<file path="src/hdl/glcv_pkg.sv">
// ----------------------------------------------------------------------------
// glcv_pkg
// Shared constants and types for the Gaussian line convolver: kernel sizes,
// arithmetic widths, the command passed from front to back, and the result.
// ----------------------------------------------------------------------------
package glcv_pkg;

	localparam int MAX_RADIUS = 31;
	localparam int TAP_COUNT  = 2 * MAX_RADIUS + 1;
	localparam int TAP_AW     = 6;
	localparam int RAD_W      = 5;
	localparam int SMP_W      = 16;
	localparam int POS_W      = 16;
	localparam int PROD_W     = 2 * SMP_W;
	localparam int ACC_W      = PROD_W + 6;
	localparam int FRAC_W     = 15;
	localparam int RND_HALF   = 1 << (FRAC_W - 1);
	localparam int OUT_MAX    = 32767;
	localparam int OUT_MIN    = -32768;

	typedef enum logic [1:0] {
		CMD_TAP,
		CMD_SAMPLE,
		CMD_LAST
	} cmd_kind_t;

	typedef struct packed {
		cmd_kind_t                 kind;
		logic [TAP_AW-1:0]         tap_idx;
		logic signed [SMP_W-1:0]   data;
	} cmd_t;

	typedef struct packed {
		logic signed [SMP_W-1:0]   filtered;
		logic                      last_output;
	} res_t;

endpackage

</file>
<file path="src/hdl/glcv_front.sv">
// ----------------------------------------------------------------------------
// glcv_front
// Accepts input items, classifies them into tap loads, samples and line-final
// samples, drops out-of-range tap loads, and queues the commands for the back.
// ----------------------------------------------------------------------------
module glcv_front import glcv_pkg::*; (
	input  logic                     clk,
	input  logic                     arst_n,
	input  logic                     push,
	output logic                     full,
	input  logic                     mode,
	input  logic signed [SMP_W-1:0]  sample,
	input  logic                     line_end,
	input  logic [TAP_AW-1:0]        tap_index,
	input  logic signed [SMP_W-1:0]  tap_value,
	output logic                     cmd_valid,
	output cmd_t                     cmd,
	input  logic                     cmd_pop
);

	localparam int FQ_DEPTH = 4;
	localparam int FQ_AW    = $clog2(FQ_DEPTH);
	localparam int FQ_CW    = $clog2(FQ_DEPTH + 1);

	cmd_t              fifo_q [FQ_DEPTH];
	logic [FQ_AW-1:0]  wr_ptr_q;
	logic [FQ_AW-1:0]  rd_ptr_q;
	logic [FQ_CW-1:0]  count_q;
	logic              accept;
	logic              keep;
	logic              enq;
	logic              deq;
	cmd_t              cmd_in;

	assign full      = (count_q == FQ_CW'(FQ_DEPTH));
	assign cmd_valid = (count_q != '0);
	assign cmd       = fifo_q[rd_ptr_q];

	assign accept = push && !full;
	// tap loads past the end of the kernel are dropped here
	assign keep   = !mode || (int'(tap_index) < TAP_COUNT);
	assign enq    = accept && keep;
	assign deq    = cmd_pop && cmd_valid;

	always_comb begin
		cmd_in.tap_idx = tap_index;
		if (mode) begin
			cmd_in.kind = CMD_TAP;
			cmd_in.data = tap_value;
		end else begin
			cmd_in.kind = line_end ? CMD_LAST : CMD_SAMPLE;
			cmd_in.data = sample;
		end
	end

	always_ff @(posedge clk) begin
		if (enq) begin
			fifo_q[wr_ptr_q] <= cmd_in;
		end
	end

	always_ff @(posedge clk or negedge arst_n) begin
		if (!arst_n) begin
			wr_ptr_q <= '0;
			rd_ptr_q <= '0;
			count_q  <= '0;
		end else begin
			if (enq) begin
				wr_ptr_q <= wr_ptr_q + 1'b1;
			end
			if (deq) begin
				rd_ptr_q <= rd_ptr_q + 1'b1;
			end
			if (enq && !deq) begin
				count_q <= count_q + 1'b1;
			end else if (!enq && deq) begin
				count_q <= count_q - 1'b1;
			end
		end
	end

endmodule

</file>
<file path="src/hdl/glcv_back.sv">
// ----------------------------------------------------------------------------
// glcv_back
// Executes commands: stores kernel taps, keeps the sample window in a circular
// memory, and computes each output with one multiply-accumulate per cycle.
// ----------------------------------------------------------------------------
module glcv_back import glcv_pkg::*; (
	input  logic              clk,
	input  logic              arst_n,
	input  logic [RAD_W-1:0]  radius,
	input  logic              cmd_valid,
	input  cmd_t              cmd,
	output logic              cmd_pop,
	output logic              res_push,
	output res_t              res,
	input  logic              res_full
);

	typedef enum logic [1:0] {
		S_IDLE,
		S_MAC,
		S_WAIT,
		S_PUSH
	} state_t;

	logic signed [SMP_W-1:0]   tap_mem [TAP_COUNT];
	logic signed [SMP_W-1:0]   win_mem [TAP_COUNT];

	state_t                    state_q;
	logic [TAP_COUNT-1:0]      tap_vld_q;
	logic [TAP_AW-1:0]         wp_q;
	logic [TAP_AW-1:0]         newest_q;
	logic [TAP_AW-1:0]         m_q;
	logic [TAP_AW-1:0]         m_end_q;
	logic [TAP_AW-1:0]         s_q;
	logic [TAP_AW-1:0]         s_end_q;
	logic [POS_W-1:0]          cnt_q;
	logic [POS_W-1:0]          pos_q;
	logic                      end_q;
	logic signed [ACC_W-1:0]   acc_q;

	logic signed [SMP_W-1:0]   tap_rd_s1;
	logic signed [SMP_W-1:0]   win_rd_s1;
	logic                      vld_s1;
	logic                      last_s1;
	logic                      tv_s1;
	logic                      wv_s1;
	logic signed [PROD_W-1:0]  prod_s2;
	logic                      vld_s2;
	logic                      last_s2;

	logic [RAD_W-1:0]          r_eff;
	logic [TAP_AW-1:0]         two_r;
	logic [TAP_AW-1:0]         first_s;
	logic [TAP_AW-1:0]         wp_next;
	logic [POS_W-1:0]          cnt_next;
	logic [TAP_AW-1:0]         lag;
	logic [TAP_AW:0]           addr_w;
	logic [TAP_AW-1:0]         rd_addr;
	logic                      issue;
	logic                      is_sample;
	logic                      tap_we;
	logic                      win_we;
	logic signed [SMP_W-1:0]   op_a;
	logic signed [SMP_W-1:0]   op_b;
	logic signed [ACC_W-1:0]   rnd;
	logic signed [ACC_W-FRAC_W-1:0] shr;

	assign r_eff    = (int'(radius) > MAX_RADIUS) ? RAD_W'(MAX_RADIUS) : radius;
	assign two_r    = {r_eff, 1'b0};
	assign first_s  = (cnt_q >= POS_W'(r_eff)) ? '0
		: TAP_AW'(r_eff - cnt_q[RAD_W-1:0]);
	assign wp_next  = (wp_q == TAP_AW'(TAP_COUNT - 1)) ? '0 : wp_q + 1'b1;
	assign cnt_next = (cnt_q == '1) ? cnt_q : cnt_q + 1'b1;

	// window lag j = m - s, newest sample at lag zero
	assign lag     = m_q - s_q;
	assign addr_w  = {1'b0, newest_q} - {1'b0, lag}
		+ ((newest_q < lag) ? (TAP_AW + 1)'(TAP_COUNT) : '0);
	assign rd_addr = addr_w[TAP_AW-1:0];

	assign issue     = (state_q == S_MAC);
	assign cmd_pop   = (state_q == S_IDLE) && cmd_valid;
	assign is_sample = (cmd.kind == CMD_SAMPLE) || (cmd.kind == CMD_LAST);
	assign tap_we    = cmd_pop && (cmd.kind == CMD_TAP);
	assign win_we    = cmd_pop && is_sample;

	always_ff @(posedge clk) begin
		if (tap_we) begin
			tap_mem[cmd.tap_idx] <= cmd.data;
		end
		if (win_we) begin
			win_mem[wp_q] <= cmd.data;
		end
		tap_rd_s1 <= tap_mem[m_q];
		win_rd_s1 <= win_mem[rd_addr];
	end

	// never-written taps and samples older than the line read as zero
	assign op_a = tv_s1 ? tap_rd_s1 : '0;
	assign op_b = wv_s1 ? win_rd_s1 : '0;

	always_ff @(posedge clk) begin
		prod_s2 <= op_a * op_b;
	end

	always_ff @(posedge clk or negedge arst_n) begin
		if (!arst_n) begin
			vld_s1  <= 1'b0;
			last_s1 <= 1'b0;
			tv_s1   <= 1'b0;
			wv_s1   <= 1'b0;
			vld_s2  <= 1'b0;
			last_s2 <= 1'b0;
		end else begin
			vld_s1  <= issue;
			last_s1 <= issue && (m_q == m_end_q);
			tv_s1   <= tap_vld_q[m_q];
			wv_s1   <= (POS_W'(lag) <= pos_q);
			vld_s2  <= vld_s1;
			last_s2 <= vld_s1 && last_s1;
		end
	end

	always_ff @(posedge clk or negedge arst_n) begin
		if (!arst_n) begin
			state_q   <= S_IDLE;
			tap_vld_q <= '0;
			wp_q      <= '0;
			newest_q  <= '0;
			m_q       <= '0;
			m_end_q   <= '0;
			s_q       <= '0;
			s_end_q   <= '0;
			cnt_q     <= '0;
			pos_q     <= '0;
			end_q     <= 1'b0;
			acc_q     <= '0;
		end else begin
			if (vld_s2) begin
				acc_q <= acc_q + ACC_W'(prod_s2);
			end
			unique case (state_q)
				S_IDLE: begin
					if (cmd_valid) begin
						unique case (cmd.kind)
							CMD_TAP: begin
								tap_vld_q[cmd.tap_idx] <= 1'b1;
							end
							CMD_SAMPLE, CMD_LAST: begin
								newest_q <= wp_q;
								wp_q     <= wp_next;
								pos_q    <= cnt_q;
								cnt_q    <= cnt_next;
								end_q    <= (cmd.kind == CMD_LAST);
								m_end_q  <= two_r;
								acc_q    <= '0;
								if (cmd.kind == CMD_LAST) begin
									s_q     <= first_s;
									m_q     <= first_s;
									s_end_q <= TAP_AW'(r_eff);
									state_q <= S_MAC;
								end else if (cnt_q >= POS_W'(r_eff)) begin
									s_q     <= '0;
									m_q     <= '0;
									s_end_q <= '0;
									state_q <= S_MAC;
								end
							end
							default: ;
						endcase
					end
				end
				S_MAC: begin
					if (m_q == m_end_q) begin
						state_q <= S_WAIT;
					end else begin
						m_q <= m_q + 1'b1;
					end
				end
				S_WAIT: begin
					if (vld_s2 && last_s2) begin
						state_q <= S_PUSH;
					end
				end
				S_PUSH: begin
					if (!res_full) begin
						if (s_q == s_end_q) begin
							state_q <= S_IDLE;
							if (end_q) begin
								cnt_q <= '0;
							end
						end else begin
							s_q     <= s_q + 1'b1;
							m_q     <= s_q + 1'b1;
							acc_q   <= '0;
							state_q <= S_MAC;
						end
					end
				end
				default: state_q <= S_IDLE;
			endcase
		end
	end

	// round half up, then saturate to sixteen bits
	assign rnd = acc_q + ACC_W'(RND_HALF);
	assign shr = $signed(rnd[ACC_W-1:FRAC_W]);

	always_comb begin
		if (shr > (ACC_W - FRAC_W)'(OUT_MAX)) begin
			res.filtered = SMP_W'(OUT_MAX);
		end else if (shr < (ACC_W - FRAC_W)'(OUT_MIN)) begin
			res.filtered = SMP_W'(OUT_MIN);
		end else begin
			res.filtered = shr[SMP_W-1:0];
		end
		res.last_output = end_q && (s_q == s_end_q);
	end

	assign res_push = (state_q == S_PUSH) && !res_full;

endmodule

</file>
<file path="src/hdl/glcv_outq.sv">
// ----------------------------------------------------------------------------
// glcv_outq
// Two-entry result queue that lets the back keep working while a finished
// result waits to be taken.
// ----------------------------------------------------------------------------
module glcv_outq import glcv_pkg::*; (
	input  logic  clk,
	input  logic  arst_n,
	input  logic  res_push,
	input  res_t  res,
	output logic  res_full,
	output logic  empty,
	input  logic  pop,
	output res_t  head
);

	localparam int OQ_DEPTH = 2;
	localparam int OQ_AW    = $clog2(OQ_DEPTH);
	localparam int OQ_CW    = $clog2(OQ_DEPTH + 1);

	res_t              entry_q [OQ_DEPTH];
	logic [OQ_AW-1:0]  wr_ptr_q;
	logic [OQ_AW-1:0]  rd_ptr_q;
	logic [OQ_CW-1:0]  count_q;
	logic              enq;
	logic              deq;

	assign res_full = (count_q == OQ_CW'(OQ_DEPTH));
	assign empty    = (count_q == '0);
	assign head     = entry_q[rd_ptr_q];
	assign enq      = res_push && !res_full;
	assign deq      = pop && !empty;

	always_ff @(posedge clk) begin
		if (enq) begin
			entry_q[wr_ptr_q] <= res;
		end
	end

	always_ff @(posedge clk or negedge arst_n) begin
		if (!arst_n) begin
			wr_ptr_q <= '0;
			rd_ptr_q <= '0;
			count_q  <= '0;
		end else begin
			if (enq) begin
				wr_ptr_q <= wr_ptr_q + 1'b1;
			end
			if (deq) begin
				rd_ptr_q <= rd_ptr_q + 1'b1;
			end
			if (enq && !deq) begin
				count_q <= count_q + 1'b1;
			end else if (!enq && deq) begin
				count_q <= count_q - 1'b1;
			end
		end
	end

endmodule

</file>
<file path="src/hdl/gaussian_line_convolver_unit.sv">
// ----------------------------------------------------------------------------
// gaussian_line_convolver_unit
// Flow: the back takes a command from the input queue only while idle. For a sample
//   it runs one multiply-accumulate per cycle over the taps, through a memory read
//   register and a product register, then pushes the result into the result queue;
//   a line-final sample repeats this for each result still owed. A tap load or a
//   sample without a result is consumed without any multiply-accumulate.
// Reset: queues empty, radius zero, line position zero, all kernel taps read as
//   zero through per-tap valid bits; no clearing pass is needed.
// ----------------------------------------------------------------------------
module gaussian_line_convolver_unit import glcv_pkg::*; (
	input  logic                     clk,
	input  logic                     arst_n,
	input  logic                     cfg_we,
	input  logic [RAD_W-1:0]         cfg_wdata,
	input  logic                     push,
	output logic                     full,
	input  logic                     mode,
	input  logic signed [SMP_W-1:0]  sample,
	input  logic                     line_end,
	input  logic [TAP_AW-1:0]        tap_index,
	input  logic signed [SMP_W-1:0]  tap_value,
	output logic                     empty,
	input  logic                     pop,
	output logic signed [SMP_W-1:0]  filtered,
	output logic                     last_output
);

	logic [RAD_W-1:0]  radius_q;
	logic              cmd_valid;
	cmd_t              cmd;
	logic              cmd_pop;
	logic              res_push;
	res_t              res;
	logic              res_full;
	res_t              head;

	always_ff @(posedge clk or negedge arst_n) begin
		if (!arst_n) begin
			radius_q <= '0;
		end else if (cfg_we) begin
			radius_q <= cfg_wdata;
		end
	end

	glcv_front u_front (
		.clk       (clk),
		.arst_n    (arst_n),
		.push      (push),
		.full      (full),
		.mode      (mode),
		.sample    (sample),
		.line_end  (line_end),
		.tap_index (tap_index),
		.tap_value (tap_value),
		.cmd_valid (cmd_valid),
		.cmd       (cmd),
		.cmd_pop   (cmd_pop)
	);

	glcv_back u_back (
		.clk       (clk),
		.arst_n    (arst_n),
		.radius    (radius_q),
		.cmd_valid (cmd_valid),
		.cmd       (cmd),
		.cmd_pop   (cmd_pop),
		.res_push  (res_push),
		.res       (res),
		.res_full  (res_full)
	);

	glcv_outq u_outq (
		.clk      (clk),
		.arst_n   (arst_n),
		.res_push (res_push),
		.res      (res),
		.res_full (res_full),
		.empty    (empty),
		.pop      (pop),
		.head     (head)
	);

	assign filtered    = head.filtered;
	assign last_output = head.last_output;

endmodule

</file>
<file path="config.mk">
export PLATFORM = sky130hd
export DESIGN_NAME = gaussian_line_convolver_unit
export DESIGN_NICKNAME = d
export VERILOG_FILES = /design/src/hdl/glcv_pkg.sv /design/src/hdl/glcv_front.sv /design/src/hdl/glcv_back.sv /design/src/hdl/glcv_outq.sv /design/src/hdl/gaussian_line_convolver_unit.sv
export SDC_FILE = /design/constraint.sdc
export NUM_CORES = 2
export LEC_CHECK = 0
export BUFFER_PORTS_ARGS = -buffer_cell sky130_fd_sc_hd__clkbuf_2
export CELL_PAD_IN_SITES_DETAIL_PLACEMENT = 1
export CELL_PAD_IN_SITES_GLOBAL_PLACEMENT = 1
export CORE_MARGIN = 2
export CORE_UTILIZATION = 24
export CTS_CLUSTER_SIZE = 25
export DETAILED_ROUTE_END_ITERATION = 12
export PLACE_DENSITY_LB_ADDON = 0.1
export SLEW_MARGIN = 20
export SYNTH_ARGS = -nofsm -noshare
export SYNTH_HDL_FRONTEND = slang
export SYNTH_SLANG_ARGS = --single-unit
</file>
<file path="constraint.sdc">
create_clock -name clk -period 7.6 [get_ports clk]
set_input_delay 0.76 -clock clk [delete_from_list [all_inputs] [get_ports clk]]
set_output_delay 0.76 -clock clk [all_outputs]
set_load 0.02 [all_outputs]
</file>
==> run_summary.xml <==
<?xml version="1.0" encoding="UTF-8"?>
<metrics>
  <group name="drt">
    <metric name="highest_layer" unit="">met5</metric>
    <metric name="drt_pass1_iterations" unit="">5</metric>
    <metric name="route.detailed.drc" unit="">0</metric>
    <metric name="route.detailed.vias_per_inst" unit="">4.43</metric>
    <metric name="route.final.wire_length" unit="mm">338</metric>
    <metric name="ant_nets" unit="">0</metric>
    <metric name="route.detailed.wl_per_inst" unit="um">26.7</metric>
    <metric name="detailroute.wirelength.met3" unit="mm">10.1</metric>
    <metric name="num_vias" unit="">56000</metric>
    <metric name="route.met2.wl" unit="mm">162</metric>
    <metric name="wirelength_met1" unit="mm">158</metric>
    <metric name="drt-initial-drc-count" unit="">3729</metric>
  </group>
  <group name="floorplanning">
    <metric name="placementRows" unit="">243</metric>
    <metric name="floorplan.die_area" unit="um2">445000</metric>
    <metric name="die_w" unit="um">667</metric>
    <metric name="core_footprint" unit="um2">438000</metric>
    <metric name="start_util" unit="%">24.1</metric>
    <metric name="dieHeight" unit="um">667</metric>
    <metric name="ioPinCount" unit="">69</metric>
  </group>
  <group name="yosys">
    <metric name="ys.warnings.count" unit="">0</metric>
    <metric name="postSynth.asyncResetShare" unit="%">7.99</metric>
    <metric name="synth_edf_count" unit="">2146</metric>
    <metric name="postSynthNetCount" unit="">6701</metric>
    <metric name="yosysSeqAreaShare" unit="%">66.8</metric>
    <metric name="ys.flop_type" unit="">sky130_fd_sc_hd__edfxtp_1</metric>
    <metric name="yosys_cell_types" unit="">79</metric>
    <metric name="netlist_instances" unit="">6211</metric>
    <metric name="syn_area" unit="um2">106000</metric>
    <metric name="syn_area_per_cell" unit="um2">17.0</metric>
    <metric name="ys_ff_latch" unit="">2402</metric>
  </group>
  <group name="global_route">
    <metric name="globalRouteTotalUtil" unit="%">15.0</metric>
    <metric name="overflow" unit="">0</metric>
    <metric name="first_pass_grt_wire_length" unit="mm">482</metric>
    <metric name="grt_max_degree" unit="">93</metric>
    <metric name="via_count_of_the_first_global_routing_pass" unit="">61600</metric>
    <metric name="grt_antenna_before_repair" unit="">25</metric>
  </group>
  <group name="run_status">
    <metric name="outcome" unit="">completed</metric>
  </group>
  <group name="cts">
    <metric name="cts_buffers" unit="">294</metric>
    <metric name="htree_num_levels" unit="">5</metric>
    <metric name="root_buffer" unit="">sky130_fd_sc_hd__clkbuf_16</metric>
    <metric name="cts_sinks" unit="">2402</metric>
    <metric name="max_clock_buf_depth" unit="">4</metric>
    <metric name="tritoncts" unit="">built</metric>
    <metric name="worst_skew_pair.late_latency" unit="ns">0.91</metric>
    <metric name="clk_transition_reported_paths" unit="ns">0.06</metric>
  </group>
  <group name="place">
    <metric name="io_buffer_count" unit="">68</metric>
    <metric name="dpl.hpwl" unit="mm">214</metric>
    <metric name="routabilityCongestion" unit="">0.784</metric>
  </group>
  <group name="cells_and_area">
    <metric name="commonest_non_fill_non_tap_cells_in_the_layout" unit="">sky130_fd_sc_hd__edfxtp_1, sky130_fd_sc_hd__mux4_2, sky130_fd_sc_hd__nand2_1</metric>
    <metric name="layout.cells.most_common" unit="">sky130_fd_sc_hd__edfxtp_1</metric>
    <metric name="area_growth" unit="%">17.5</metric>
    <metric name="layout_cell_share_with_drive_strength_beyond_1" unit="%">21.8</metric>
    <metric name="multi_input_area" unit="um2">33200</metric>
    <metric name="n_fill_cell" unit="">45300</metric>
    <metric name="seq_area" unit="um2">70500</metric>
    <metric name="final_nets" unit="">6997</metric>
  </group>
  <group name="setup_path">
    <metric name="critical_path.max_stage_delay" unit="ns">0.67</metric>
    <metric name="reg2reg_depth" unit="">20</metric>
    <metric name="path_type_of_the_worst_setup_path" unit="">flip-flop to flip-flop</metric>
    <metric name="rr_startpoint" unit="">u_back.win_rd_s1[5]</metric>
    <metric name="crit_path_cell_trace" unit="">nand2_1 &gt; nor2_1 &gt; fa_1 &gt; inv_1 &gt; fa_1 &gt; fa_1 &gt; fa_1 &gt; inv_1 &gt; fa_1 &gt; fa_1 &gt; ha_1 &gt; a21o_1 &gt; a21o_1 &gt; a21o_1 &gt; a41o_1 &gt; a211o_1 &gt; a21o_1 &gt; a2111oi_0 &gt; nor3_1 &gt; xor2_1</metric>
    <metric name="worst-r2r-setup-slack" unit="ns">0.36</metric>
    <metric name="crit_slowest_cell" unit="">sky130_fd_sc_hd__dfxtp_1</metric>
    <metric name="critPathLaunch" unit="">u_back.win_rd_s1[5]</metric>
    <metric name="critPathBufInv" unit="">2</metric>
    <metric name="critical_path_depth" unit="">20</metric>
    <metric name="setup.worst_path.end" unit="">u_back.prod_s2[22]</metric>
    <metric name="cpMostUsedCell" unit="">sky130_fd_sc_hd__fa_1</metric>
    <metric name="reg2reg_to" unit="">u_back.prod_s2[22]</metric>
    <metric name="startpoint_type" unit="">flip-flop</metric>
    <metric name="worst-path-max-fanout" unit="">12</metric>
    <metric name="cp.required" unit="ns">8.38</metric>
    <metric name="worst_ep_arrival_time" unit="ns">8.02</metric>
    <metric name="worst_setup_path_end_kind" unit="">flip-flop</metric>
    <metric name="critical-path-top-delay-family" unit="">adder cells</metric>
  </group>
  <group name="sta">
    <metric name="finalHoldViolations" unit="">0</metric>
    <metric name="rsz0062_at_grt" unit="">false</metric>
    <metric name="max_clock_freq" unit="MHz">138</metric>
    <metric name="timing.max_slew.rel_slack" unit="%">26.0</metric>
    <metric name="report.final.setup_viol" unit="">0</metric>
    <metric name="period_share" unit="%">95.2</metric>
    <metric name="setup_total_negative_slack" unit="ns">0</metric>
    <metric name="timing_max_transition_violations_final" unit="">0</metric>
    <metric name="fin_crit" unit="ns">7.24</metric>
    <metric name="fin_worst_skew" unit="ns">0.0490</metric>
    <metric name="worst_slew_pin_slew" unit="ns">1.11</metric>
  </group>
  <group name="worst_hold_path">
    <metric name="hold_path_startpoint" unit="">tap_index[1]</metric>
    <metric name="hold_class" unit="">input pin to flip-flop</metric>
  </group>
  <group name="flow_run">
    <metric name="max_capacitance_violation_count" unit="">0</metric>
  </group>
</metrics>
-- worst min path at each step --
stage                                        to  slack [ns]  cells past startpoint
final                     u_front.fifo_q[2][17]        0.12                      1
after global routing      u_front.fifo_q[1][18]        0.07                      1
after CTS                 u_front.fifo_q[2][17]        0.02                      1
after detailed placement          u_back.vld_s2        0.36                      0
after global placement            u_back.vld_s2        0.36                      0
after floorplan                   u_back.vld_s2        0.35                      0
-- synth_stat cells, types with 45 or more instances --
cell | n | share of area [%]
sky130_fd_sc_hd__nor2b_1 | 49 | 0.29
sky130_fd_sc_hd__mux2i_1 | 246 | 2.3
sky130_fd_sc_hd__dfrtp_1 | 192 | 4.5
sky130_fd_sc_hd__inv_1 | 348 | 1.2
sky130_fd_sc_hd__dfxtp_1 | 64 | 1.2
sky130_fd_sc_hd__xnor2_1 | 91 | 0.75
sky130_fd_sc_hd__or2_2 | 65 | 0.38
sky130_fd_sc_hd__mux2_2 | 90 | 0.96
sky130_fd_sc_hd__buf_2 | 72 | 0.34
sky130_fd_sc_hd__a22oi_1 | 55 | 0.39
sky130_fd_sc_hd__mux4_2 | 496 | 11
sky130_fd_sc_hd__xor2_1 | 45 | 0.37
sky130_fd_sc_hd__nand3_1 | 59 | 0.28
sky130_fd_sc_hd__edfxtp_1 | 2146 | 61
sky130_fd_sc_hd__ha_1 | 169 | 2.0
sky130_fd_sc_hd__o21ai_0 | 216 | 1.0
sky130_fd_sc_hd__nor2_1 | 361 | 1.3
sky130_fd_sc_hd__fa_1 | 271 | 5.1
sky130_fd_sc_hd__nand2_1 | 375 | 1.3
sky130_fd_sc_hd__a21oi_1 | 179 | 0.85
sky130_fd_sc_hd__a221oi_1 | 54 | 0.45
sky130_fd_sc_hd__clkbuf_1 | 185 | 0.66
-- registers in the layout, summed over array words and instances (netlist names), 16 cells and up --
signal and count:
u_outq.entry_q 34, u_back.cnt_q 16, u_front.fifo_q 96, u_back.tap_mem 1008
u_back.win_rd_s1 16, u_back.tap_rd_s1 16, u_back.tap_vld_q 63, u_back.win_mem 1008
u_back.acc_q 38, u_back.prod_s2 32, u_back.pos_q 16
-- cell type report --
| type | instances | area share [%] |
|---|---|---|
| repair buffers | 291 | 1.94 |
| clock buffers | 402 | 6.50 |
| inverters | 348 | 1.05 |
| diodes | 15 | 0.0302 |
| multi-input cells | 3170 | 26.7 |
| flip-flops and latches | 2402 | 56.8 |
| well taps | 5880 | 5.93 |
| clock inverters | 129 | 0.997 |
-- timing repair --
item,4_1_cts,5_1_grt
hold buffers,1,0
setup buffers,0,0
resized for setup,0,0
endpoints found under the hold margin,74,0
-- per-layer routing --
layer  track usage [%]  vias up
li1                  -    24400
met1              20.9    30400
met2              25.1      871
met3              1.63      391
met4              3.59        2
met5                 0        -
-- cell families (layout without fill, tap and decap cells) --
group	Yosys count	after routing	share of synthesized area (%)
compound gates	689	689	4.12
xor+xnor	138	138	1.16
fa+ha+maj	440	440	7.14
buf+inv	639	1170	2.39
flops	2402	2402	66.8
mux	832	832	13.9
other cells	0	15	0
simple gates	1071	1071	4.55
-- worst reg2reg max path: stages (launching register included) --
cell                        delay [ns]
sky130_fd_sc_hd__dfxtp_1          0.67
sky130_fd_sc_hd__nand2_1          0.61
sky130_fd_sc_hd__nor2_1           0.32
sky130_fd_sc_hd__fa_1             0.45
sky130_fd_sc_hd__inv_1            0.09
sky130_fd_sc_hd__fa_1             0.45
sky130_fd_sc_hd__fa_1             0.50
sky130_fd_sc_hd__fa_1             0.55
sky130_fd_sc_hd__inv_1            0.05
sky130_fd_sc_hd__fa_1             0.50
sky130_fd_sc_hd__fa_1             0.42
sky130_fd_sc_hd__ha_1             0.36
sky130_fd_sc_hd__a21o_1           0.19
sky130_fd_sc_hd__a21o_1           0.18
sky130_fd_sc_hd__a21o_1           0.17
sky130_fd_sc_hd__a41o_1           0.26
sky130_fd_sc_hd__a211o_1          0.39
sky130_fd_sc_hd__a21o_1           0.23
sky130_fd_sc_hd__a2111oi_0        0.46
sky130_fd_sc_hd__nor3_1           0.14
sky130_fd_sc_hd__xor2_1           0.16
-- through the flow --
stage               worst slack [ns]  cells  utilization [%]  hold WS [ns]  instance area [um2]
floorplan                       1.13   6211                -         0.347               106000
global placement               0.337  12100             26.2         0.364               115000
detailed placement             0.439  12100             26.2         0.363               115000
CTS                            0.452  12600             28.3        0.0208               124000
global route                   0.135  12600             28.3        0.0669               124000
finish                         0.365  12600             28.3         0.118               124000
Power is left out: the tool's default activity adds up to more than one toggle a clock period on the data nets, which glitch-free logic cannot reach.
